===== src/rtl/core/slxp_pkg.sv =====
// Package for the framed packet parser: constants, parse phases and the
// records passed between the front end, the frame queue and the emitter.
// No dependencies.
package slxp_pkg;

    localparam int MAX_LEN = 32;
    localparam int LEN_W   = 6;
    localparam int POS_W   = 5;
    localparam int ADDR_W  = POS_W + 1;

    localparam logic [7:0] SYNC_FIRST  = 8'hAA;
    localparam logic [7:0] SYNC_SECOND = 8'h55;

    typedef enum logic [2:0] {
        PH_SYNC1   = 3'd0,
        PH_SYNC2   = 3'd1,
        PH_LEN     = 3'd2,
        PH_PAYLOAD = 3'd3,
        PH_CHECK   = 3'd4
    } parse_phase_t;

    typedef enum logic [1:0] {
        B_IDLE = 2'd0,
        B_READ = 2'd1,
        B_SHOW = 2'd2
    } emit_state_t;

    typedef struct packed {
        logic             bank;
        logic [LEN_W-1:0] len;
    } frame_cmd_t;

    typedef struct packed {
        logic              en;
        logic [ADDR_W-1:0] addr;
        logic [7:0]        data;
    } mem_wr_t;

endpackage


===== src/rtl/core/slxp_if.sv =====
// Channel interfaces of the packet parser: received bytes in, payload
// results out. Depends on nothing.
interface slxp_in_if;
    logic       valid;
    logic       ready;
    logic [7:0] rx_byte;

    modport source (output valid, output rx_byte, input ready);
    modport sink (input valid, input rx_byte, output ready);
endinterface

interface slxp_out_if;
    logic       valid;
    logic       ready;
    logic [7:0] data_byte;
    logic [4:0] byte_position;
    logic [5:0] frame_length;
    logic       last;

    modport source (output valid, output data_byte, output byte_position,
                    output frame_length, output last, input ready);
    modport sink (input valid, input data_byte, input byte_position,
                  input frame_length, input last, output ready);
endinterface


===== src/rtl/core/slxp_front.sv =====
// Front end of the packet parser: frame state machine, checksum and payload
// writes into the bank it owns. Depends on slxp_pkg and slxp_in_if.
module slxp_front (
    input  logic                clk,
    input  logic                rst_n,
    slxp_in_if.sink             in_ch,
    input  logic                q_full,
    output logic                push,
    output slxp_pkg::frame_cmd_t push_cmd,
    output slxp_pkg::mem_wr_t   mem_wr
);
    import slxp_pkg::*;

    parse_phase_t     phase_reg, phase_next;
    logic [LEN_W-1:0] exp_reg, exp_next;
    logic [LEN_W-1:0] rcv_reg, rcv_next;
    logic [7:0]       xor_reg, xor_next;
    logic             bank_reg, bank_next;
    logic             accept;
    logic [7:0]       b;
    logic             len_ok;
    logic             room;
    logic             sum_ok;

    assign in_ch.ready = !q_full;
    assign accept      = in_ch.valid && !q_full;
    assign b           = in_ch.rx_byte;
    assign len_ok      = b <= 8'(MAX_LEN);
    assign room        = rcv_reg < exp_reg;
    assign sum_ok      = xor_reg == b;

    always_comb
    begin
        phase_next = phase_reg;
        if (accept)
        begin
            unique case (phase_reg)
                PH_SYNC1:   phase_next = (b == SYNC_FIRST) ? PH_SYNC2 : PH_SYNC1;
                PH_SYNC2:   phase_next = (b == SYNC_SECOND) ? PH_LEN : PH_SYNC1;
                PH_LEN:     phase_next = len_ok ? PH_PAYLOAD : PH_SYNC1;
                PH_PAYLOAD:
                begin
                    if (!room)
                        phase_next = PH_SYNC1;
                    else if (rcv_reg + 1'b1 == exp_reg)
                        phase_next = PH_CHECK;
                end
                PH_CHECK:   phase_next = PH_SYNC1;
                default:    phase_next = PH_SYNC1;
            endcase
        end
    end

    always_comb
    begin
        exp_next  = exp_reg;
        rcv_next  = rcv_reg;
        xor_next  = xor_reg;
        bank_next = bank_reg;
        if (accept)
        begin
            unique case (phase_reg)
                PH_SYNC1, PH_SYNC2:
                begin
                end
                PH_LEN:
                begin
                    exp_next = len_ok ? b[LEN_W-1:0] : '0;
                    rcv_next = '0;
                    xor_next = '0;
                end
                PH_PAYLOAD:
                begin
                    if (room)
                    begin
                        rcv_next = rcv_reg + 1'b1;
                        xor_next = xor_reg ^ b;
                    end
                    else
                    begin
                        exp_next = '0;
                        rcv_next = '0;
                        xor_next = '0;
                    end
                end
                PH_CHECK:
                begin
                    exp_next = '0;
                    rcv_next = '0;
                    xor_next = '0;
                    if (sum_ok)
                        bank_next = !bank_reg;
                end
                default:
                begin
                    exp_next = '0;
                    rcv_next = '0;
                    xor_next = '0;
                end
            endcase
        end
    end

    always_comb
    begin
        push          = accept && (phase_reg == PH_CHECK) && sum_ok;
        push_cmd.bank = bank_reg;
        push_cmd.len  = exp_reg;
        mem_wr.en     = accept && (phase_reg == PH_PAYLOAD) && room;
        mem_wr.addr   = {bank_reg, rcv_reg[POS_W-1:0]};
        mem_wr.data   = b;
    end

    always_ff @(posedge clk or negedge rst_n)
    begin
        if (!rst_n)
        begin
            phase_reg <= PH_SYNC1;
            exp_reg   <= '0;
            rcv_reg   <= '0;
            xor_reg   <= '0;
            bank_reg  <= 1'b0;
        end
        else
        begin
            phase_reg <= phase_next;
            exp_reg   <= exp_next;
            rcv_reg   <= rcv_next;
            xor_reg   <= xor_next;
            bank_reg  <= bank_next;
        end
    end

endmodule


===== src/rtl/core/slxp_queue.sv =====
// Two-entry queue of accepted frames between the front end and the emitter.
// Depends on slxp_pkg.
module slxp_queue (
    input  logic                 clk,
    input  logic                 rst_n,
    input  logic                 push,
    input  slxp_pkg::frame_cmd_t push_cmd,
    input  logic                 pop,
    output logic                 full,
    output logic                 head_valid,
    output slxp_pkg::frame_cmd_t head
);
    import slxp_pkg::*;

    frame_cmd_t  entry_reg [2];
    logic        wr_ptr_reg, wr_ptr_next;
    logic        rd_ptr_reg, rd_ptr_next;
    logic [1:0]  count_reg, count_next;

    assign full       = count_reg == 2'd2;
    assign head_valid = count_reg != 2'd0;
    assign head       = entry_reg[rd_ptr_reg];

    always_comb
    begin
        wr_ptr_next = push ? !wr_ptr_reg : wr_ptr_reg;
        rd_ptr_next = pop ? !rd_ptr_reg : rd_ptr_reg;
        count_next  = count_reg + {1'b0, push} - {1'b0, pop};
    end

    always_ff @(posedge clk)
    begin
        if (push)
            entry_reg[wr_ptr_reg] <= push_cmd;
    end

    always_ff @(posedge clk or negedge rst_n)
    begin
        if (!rst_n)
        begin
            wr_ptr_reg <= 1'b0;
            rd_ptr_reg <= 1'b0;
            count_reg  <= 2'd0;
        end
        else
        begin
            wr_ptr_reg <= wr_ptr_next;
            rd_ptr_reg <= rd_ptr_next;
            count_reg  <= count_next;
        end
    end

endmodule


===== src/rtl/core/slxp_back.sv =====
// Emitter of the packet parser: holds the two-bank payload memory and plays
// out the frame at the queue head. Depends on slxp_pkg and slxp_out_if.
module slxp_back (
    input  logic                 clk,
    input  logic                 rst_n,
    input  slxp_pkg::mem_wr_t    mem_wr,
    input  logic                 head_valid,
    input  slxp_pkg::frame_cmd_t head,
    output logic                 pop,
    slxp_out_if.source           out_ch
);
    import slxp_pkg::*;

    logic [7:0]       mem [2*MAX_LEN];
    logic [7:0]       rd_data_reg;
    emit_state_t      state_reg, state_next;
    logic [POS_W-1:0] idx_reg, idx_next;
    logic             rd_en;
    logic             is_last;

    assign is_last = ({1'b0, idx_reg} + 1'b1) == head.len;

    always_comb
    begin
        state_next = state_reg;
        unique case (state_reg)
            B_IDLE: if (head_valid) state_next = B_READ;
            B_READ: state_next = B_SHOW;
            B_SHOW:
            begin
                if (out_ch.ready)
                    state_next = is_last ? B_IDLE : B_READ;
            end
            default: state_next = B_IDLE;
        endcase
    end

    always_comb
    begin
        rd_en    = state_reg == B_READ;
        pop      = (state_reg == B_SHOW) && out_ch.ready && is_last;
        idx_next = idx_reg;
        if (state_reg == B_IDLE)
            idx_next = '0;
        else if ((state_reg == B_SHOW) && out_ch.ready)
            idx_next = idx_reg + 1'b1;
        out_ch.valid         = state_reg == B_SHOW;
        out_ch.data_byte     = rd_data_reg;
        out_ch.byte_position = idx_reg;
        out_ch.frame_length  = head.len;
        out_ch.last          = is_last;
    end

    always_ff @(posedge clk)
    begin
        if (mem_wr.en)
            mem[mem_wr.addr] <= mem_wr.data;
        if (rd_en)
            rd_data_reg <= mem[{head.bank, idx_reg}];
    end

    always_ff @(posedge clk or negedge rst_n)
    begin
        if (!rst_n)
        begin
            state_reg <= B_IDLE;
            idx_reg   <= '0;
        end
        else
        begin
            state_reg <= state_next;
            idx_reg   <= idx_next;
        end
    end

endmodule


===== src/rtl/core/sync_length_xor_packet_parser_top.sv =====
// Top level of the framed packet parser with XOR checksum.
// Depends on slxp_pkg, slxp_if, slxp_front, slxp_queue and slxp_back.
//
// The in_ch channel takes one received byte per transaction. Frames are
// 0xAA, 0x55, a length from 1 to 32, the payload and an XOR checksum over
// the payload. Bad sync, oversize lengths, zero lengths and bad checksums
// drop the frame with no output.
// The out_ch channel gives one transaction per payload byte of each good
// frame, with its position, the frame length and a last flag.
// The front end takes one byte per cycle while the queue is not full. A good
// frame is queued with its payload bank once its checksum byte is accepted;
// the emitter then reads each payload byte through the registered read of
// the payload memory and shows it, reading the next once out_ch is ready.
// Up to two good frames may wait; while both banks are held by frames not
// yet played out, in_ch.ready is low. A stalled receiver only holds the
// current result and fills the queue; the front end parses until it is full.
// Reset returns the parser to waiting for 0xAA and empties the queue;
// the payload memory is not cleared.
module sync_length_xor_packet_parser_top (
    input  logic       clk,
    input  logic       rst_n,
    slxp_in_if.sink    in_ch,
    slxp_out_if.source out_ch
);
    import slxp_pkg::*;

    logic       push;
    logic       pop;
    logic       full;
    logic       head_valid;
    frame_cmd_t push_cmd;
    frame_cmd_t head;
    mem_wr_t    mem_wr;

    slxp_front u_front (
        .clk      (clk),
        .rst_n    (rst_n),
        .in_ch    (in_ch),
        .q_full   (full),
        .push     (push),
        .push_cmd (push_cmd),
        .mem_wr   (mem_wr)
    );

    slxp_queue u_queue (
        .clk        (clk),
        .rst_n      (rst_n),
        .push       (push),
        .push_cmd   (push_cmd),
        .pop        (pop),
        .full       (full),
        .head_valid (head_valid),
        .head       (head)
    );

    slxp_back u_back (
        .clk        (clk),
        .rst_n      (rst_n),
        .mem_wr     (mem_wr),
        .head_valid (head_valid),
        .head       (head),
        .pop        (pop),
        .out_ch     (out_ch)
    );

endmodule

===== src/flat_wrapper.sv =====
// flat-port wrapper written by rule: the top's interface ports become plain ports
module sync_length_xor_packet_parser_top_flat import slxp_pkg::*;
  (clk, rst_n, in_ch_valid, in_ch_rx_byte, in_ch_ready, out_ch_valid, out_ch_data_byte, out_ch_byte_position, out_ch_frame_length, out_ch_last, out_ch_ready);
  slxp_in_if in_ch_i ();
  slxp_out_if out_ch_i ();
  input  logic clk;
  input  logic rst_n;
  input wire logic [$bits(in_ch_i.valid)-1:0] in_ch_valid;
  input wire logic [$bits(in_ch_i.rx_byte)-1:0] in_ch_rx_byte;
  output wire logic [$bits(in_ch_i.ready)-1:0] in_ch_ready;
  output wire logic [$bits(out_ch_i.valid)-1:0] out_ch_valid;
  output wire logic [$bits(out_ch_i.data_byte)-1:0] out_ch_data_byte;
  output wire logic [$bits(out_ch_i.byte_position)-1:0] out_ch_byte_position;
  output wire logic [$bits(out_ch_i.frame_length)-1:0] out_ch_frame_length;
  output wire logic [$bits(out_ch_i.last)-1:0] out_ch_last;
  input wire logic [$bits(out_ch_i.ready)-1:0] out_ch_ready;
  assign in_ch_i.valid = in_ch_valid;
  assign in_ch_i.rx_byte = in_ch_rx_byte;
  assign in_ch_ready = in_ch_i.ready;
  assign out_ch_valid = out_ch_i.valid;
  assign out_ch_data_byte = out_ch_i.data_byte;
  assign out_ch_byte_position = out_ch_i.byte_position;
  assign out_ch_frame_length = out_ch_i.frame_length;
  assign out_ch_last = out_ch_i.last;
  assign out_ch_i.ready = out_ch_ready;
  sync_length_xor_packet_parser_top u_core (.clk(clk), .rst_n(rst_n), .in_ch(in_ch_i), .out_ch(out_ch_i));
endmodule

===== config.mk =====
export PLATFORM = sky130hd
export DESIGN_NAME = sync_length_xor_packet_parser_top_flat
export DESIGN_NICKNAME = d
export VERILOG_FILES = /design/src/rtl/core/slxp_pkg.sv /design/src/rtl/core/slxp_if.sv /design/src/rtl/core/slxp_front.sv /design/src/rtl/core/slxp_queue.sv /design/src/rtl/core/slxp_back.sv /design/src/rtl/core/sync_length_xor_packet_parser_top.sv /design/src/flat_wrapper.sv
export SDC_FILE = /design/constraint.sdc
export NUM_CORES = 1
export LEC_CHECK = 0
export BUFFER_PORTS_ARGS = -buffer_cell sky130_fd_sc_hd__buf_2
export CORE_MARGIN = 2
export CORE_UTILIZATION = 57
export CTS_BUF_LIST = sky130_fd_sc_hd__clkbuf_4 sky130_fd_sc_hd__clkbuf_8 sky130_fd_sc_hd__clkbuf_16
export DETAILED_ROUTE_END_ITERATION = 7
export PLACE_DENSITY = 0.76
export SYNTH_ARGS = -nofsm -noshare
export SYNTH_HDL_FRONTEND = slang
export SYNTH_HIERARCHICAL = 1
export SYNTH_SLANG_ARGS = --single-unit

===== constraint.sdc =====
create_clock -name clk -period 2.9 [get_ports clk]
set_clock_uncertainty 0.2 [all_clocks]
set_input_delay 0 -clock clk [delete_from_list [all_inputs] [get_ports clk]]
set_output_delay 0 -clock clk [all_outputs]
set_load 0.02 [all_outputs]

==> flow_metrics.tcl <==
set metrics [dict create \
    grt_first_pass_wirelength_mm 82.4 \
    cts.clk_slew.worst_paths_ns 0.06 \
    r2r_slack_ns -0.01 \
    synth_sequential_area_ratio_pct 72.7 \
    clock_tree.buffer_depth 3 \
    synth_nets 1283 \
    fin_hold_ws_ns 0.0623 \
    finalCritPeriodShare_pct 100 \
    ys_types 69 \
    synth_enable_flop_cells 534 \
    timing.final.setup_violations 15 \
    post_drt_via_cell_ratio 6.40 \
    cts_inserted_buffers 54 \
    synth_largest_type_area_fraction_pct 68.9 \
    cp_slowest_stage_delay_ns 0.36 \
    final_critical_path_required_period_ns 2.91 \
    number_of_placement_rows 74 \
    postSynthAreaPerCell_um2 18.5 \
    critPathMaxFanout 8 \
    postPlaceCellArea_um2 25100 \
    track_usage_pct 26.9 \
    criticalPathCategory "register to register" \
    final_slew_viol_count 0 \
    routedWlPerCell_um 27.6 \
    dominantRegCellSynth "sky130_fd_sc_hd__edfxtp_1" \
    grt_start_max_net_pins 71 \
    worstSetupEndpointType "register" \
    synth_warnings 6 \
    grt_antenna_before_repair 0 \
    wirelength_mm 55.7 \
    preCtsSetupSlack_ns -0.0840 \
    detailroute.via_count 12934 \
    ctsRootBufferMaster "sky130_fd_sc_hd__clkbuf_16" \
    nets_finish 1469 \
    drive_above_1_share_pct 33.6 \
    leakage_power_of_the_design_nw 9.03 \
    die_width_um 206 \
    violated_checks "negative setup slack" \
    antenna_cells_inserted 0 \
    worst-endpoint-required_ns 3.02 \
    final-hold-violation-count 0 \
    arrival_ns 3.03 \
    largest_register_ffs 512 \
    place.gp.congestion 0.891 \
    finish.instance_area_um2 27500 \
    detailed_place_hpwl_mm 34.3 \
    max_freq_mhz 343 \
    post-synth-top-area-cell "sky130_fd_sc_hd__edfxtp_1" \
    synth.top_cells.by_count "534 x sky130_fd_sc_hd__edfxtp_1, 115 x sky130_fd_sc_hd__mux4_2, 93 x sky130_fd_sc_hd__nor2_1" \
    count_of_mapped_cells_out_of_synthesis 1261 \
    grt_setup_unrepaired "true" \
    critical_path.cell_chain "inv_1, ha_1, nor2b_1, o211ai_1, a21oi_2, or3_4, inv_4, nor2b_4, nand4_1, nor2_1, buf_6" \
    synthTopCellsByArea "sky130_fd_sc_hd__edfxtp_1 69%, sky130_fd_sc_hd__mux4_2 11%, sky130_fd_sc_hd__dfrtp_1 3.8%" \
    run_status "finished with violations" \
    io_pins 34 \
    max-vdd-ir-drop_mv 0.428 \
    powerDensity_nw_per_um2 716 \
    worst_case_headroom_to_the_max_slew_limit_pct 22.0 \
    initial_util_pct 57.4 \
    tightestPinTransition_ns 1.17 \
    finish.utilization_pct 67.7 \
    synth_most_common_cell "sky130_fd_sc_hd__edfxtp_1" \
    synth-seq-cells 569 \
    core_area_um2 40600 \
    post_synth_arst_share_pct 6.15 \
    dr.pass1.iters 5 \
    fin_ws_ns -0.0120 \
    hold_path_class "input port to register" \
    drc 0 \
    detail-route-antenna-nets 0 \
    cp-start-kind "register" \
    die-area_um2 42500 \
    first_global_vias 12969 \
    syn_area_um2 23300 \
    cts.sink_count 569 \
    die_h_um 206 \
    clk-insertion-delay-late_ns 0.61 \
    drt_first_iter_violations 1513 \
    grt_overflow 0 \
    syn_to_final_growth_pct 18.1 \
    highest_delay_cell_along_the_critical_path "sky130_fd_sc_hd__or3_4" \
    port_buffers 33 \
    tritoncts "yes" \
    cts_htree_levels 2 \
    fill_cells 2519 \
    drv.max_cap_violation_count 0 \
]
per-stage QoR:
stage / power, mW / setup TNS, ns / instances
2_1_floorplan: 11.5 / -5.16 / 1261
3_3_place_gp: 12.5 / -0.245 / 1884
3_5_place_dp: 12.5 / -3.84 / 1884
4_1_cts: 19.7 / 0 / 2011
5_1_grt: 20.2 / -30.13 / 2021
6_report: 19.7 / -0.0963 / 2021
layout by cell type (no fill, tap or decap), drive strengths merged, types with 3 or more instances in the layout:
cell type    Yosys  final
o21ai           37     37
and3             5      5
or2              4      4
dlygate4sd3      0     22
nand3           25     25
or3b             3      3
nand2b           7      7
mux2i           32     32
or3              7      7
a22oi           12     12
a21o             9      9
mux2            16     16
bufinv           0      6
xnor2           17     17
edfxtp         534    534
a2111oi          4      4
nor4             5      5
nand2           62     62
o221ai           3      3
clkbuf          21     75
a21oi           17     17
inv             18     19
mux4           121    121
nor3b            9      9
nor3            12     12
ha              10     10
xor2             8      8
nand4           14     14
a31oi            5      5
nor2            93     93
clkinv           0     15
nor2b           17     17
dfrtp           35     35
buf             62    190
o211ai           6      6
critical path, delay by kind of cell (launching register included):
family                     cells  cell delay [ns]
AOI/OAI and AO/OA              2             0.35
buffers and inverters          3             0.32
DFF                            1             0.35
and+or+nand+nor                5             1.14
adders and majority gates      1             0.28
report_power, final:
part	total [mW]	switching, mW	leakage, nW	internal, mW
Clock	7.24	2.93	0.927	4.32
Sequential	9.18	0.0851	5.26	9.10
Combinational	3.24	1.69	2.84	1.55
Total	19.7	4.70	9.03	15.0
final cells by class:
| class | instances | area, um^2 | share of cell area (%) |
|---|---|---|---|
| inverter | 18 | 70.1 | 0.255 |
| sequential | 569 | 16900 | 61.6 |
| multi-input combinational | 591 | 6110 | 22.3 |
| clock inverter | 23 | 265 | 0.965 |
| timing repair buffer | 213 | 1860 | 6.79 |
| tap | 532 | 666 | 2.42 |
| clock buffer | 75 | 1570 | 5.73 |
final timing paths:
check	depth (start not counted)	end	start
setup / recovery	11	u_core/u_back/mem[51][0]	u_core/u_front/exp_reg[1]
hold / removal	4	u_core/u_back/out_ch.byte_position[1]	out_ch_ready
setup reg to reg	11	u_core/u_back/mem[51][0]	u_core/u_front/exp_reg[1]
hold reg to reg	0	u_core/u_queue/entry_reg[0][0]	u_core/u_front/exp_reg[0]
max in group asynchronous	4	u_core/u_front/bank_reg	rst_n
min in group asynchronous	4	u_core/u_back/state_reg[1]	rst_n
cell families after synthesis:
group                    Yosys count  share of synthesized area (%)
flip-flops                       569                           72.7
AND/OR/NAND/NOR                  271                           5.82
multiplexers                     169                           14.1
AO/OA/AOI/OAI                    115                           3.26
buffers and inverters            101                           2.61
XOR/XNOR                          26                           1.04
adder cells (fa/ha/maj)           10                          0.538
timing repair:
action / 4_1_cts / 5_1_grt
pin swaps: 6 / 31
gates cloned: 0 / 1
setup endpoints to repair: 179 / 512
hold buffers: 25 / 0
hold endpoints to repair: 427 / 0
gates resized for setup: 4 / 39
buffers inserted: 5 / 11
per-layer routing:
metal | global-route usage, % | vias to the layer above | wire length, um
met2 | 43.4 | 701 | 27300
met3 | 3.91 | 142 | 4520
li1 | - | 5408 | -
met5 | 0 | - | 0
met1 | 37.7 | 6683 | 21700
met4 | 10.6 | 0 | 2160
Power figures use the tool's default switching activity.
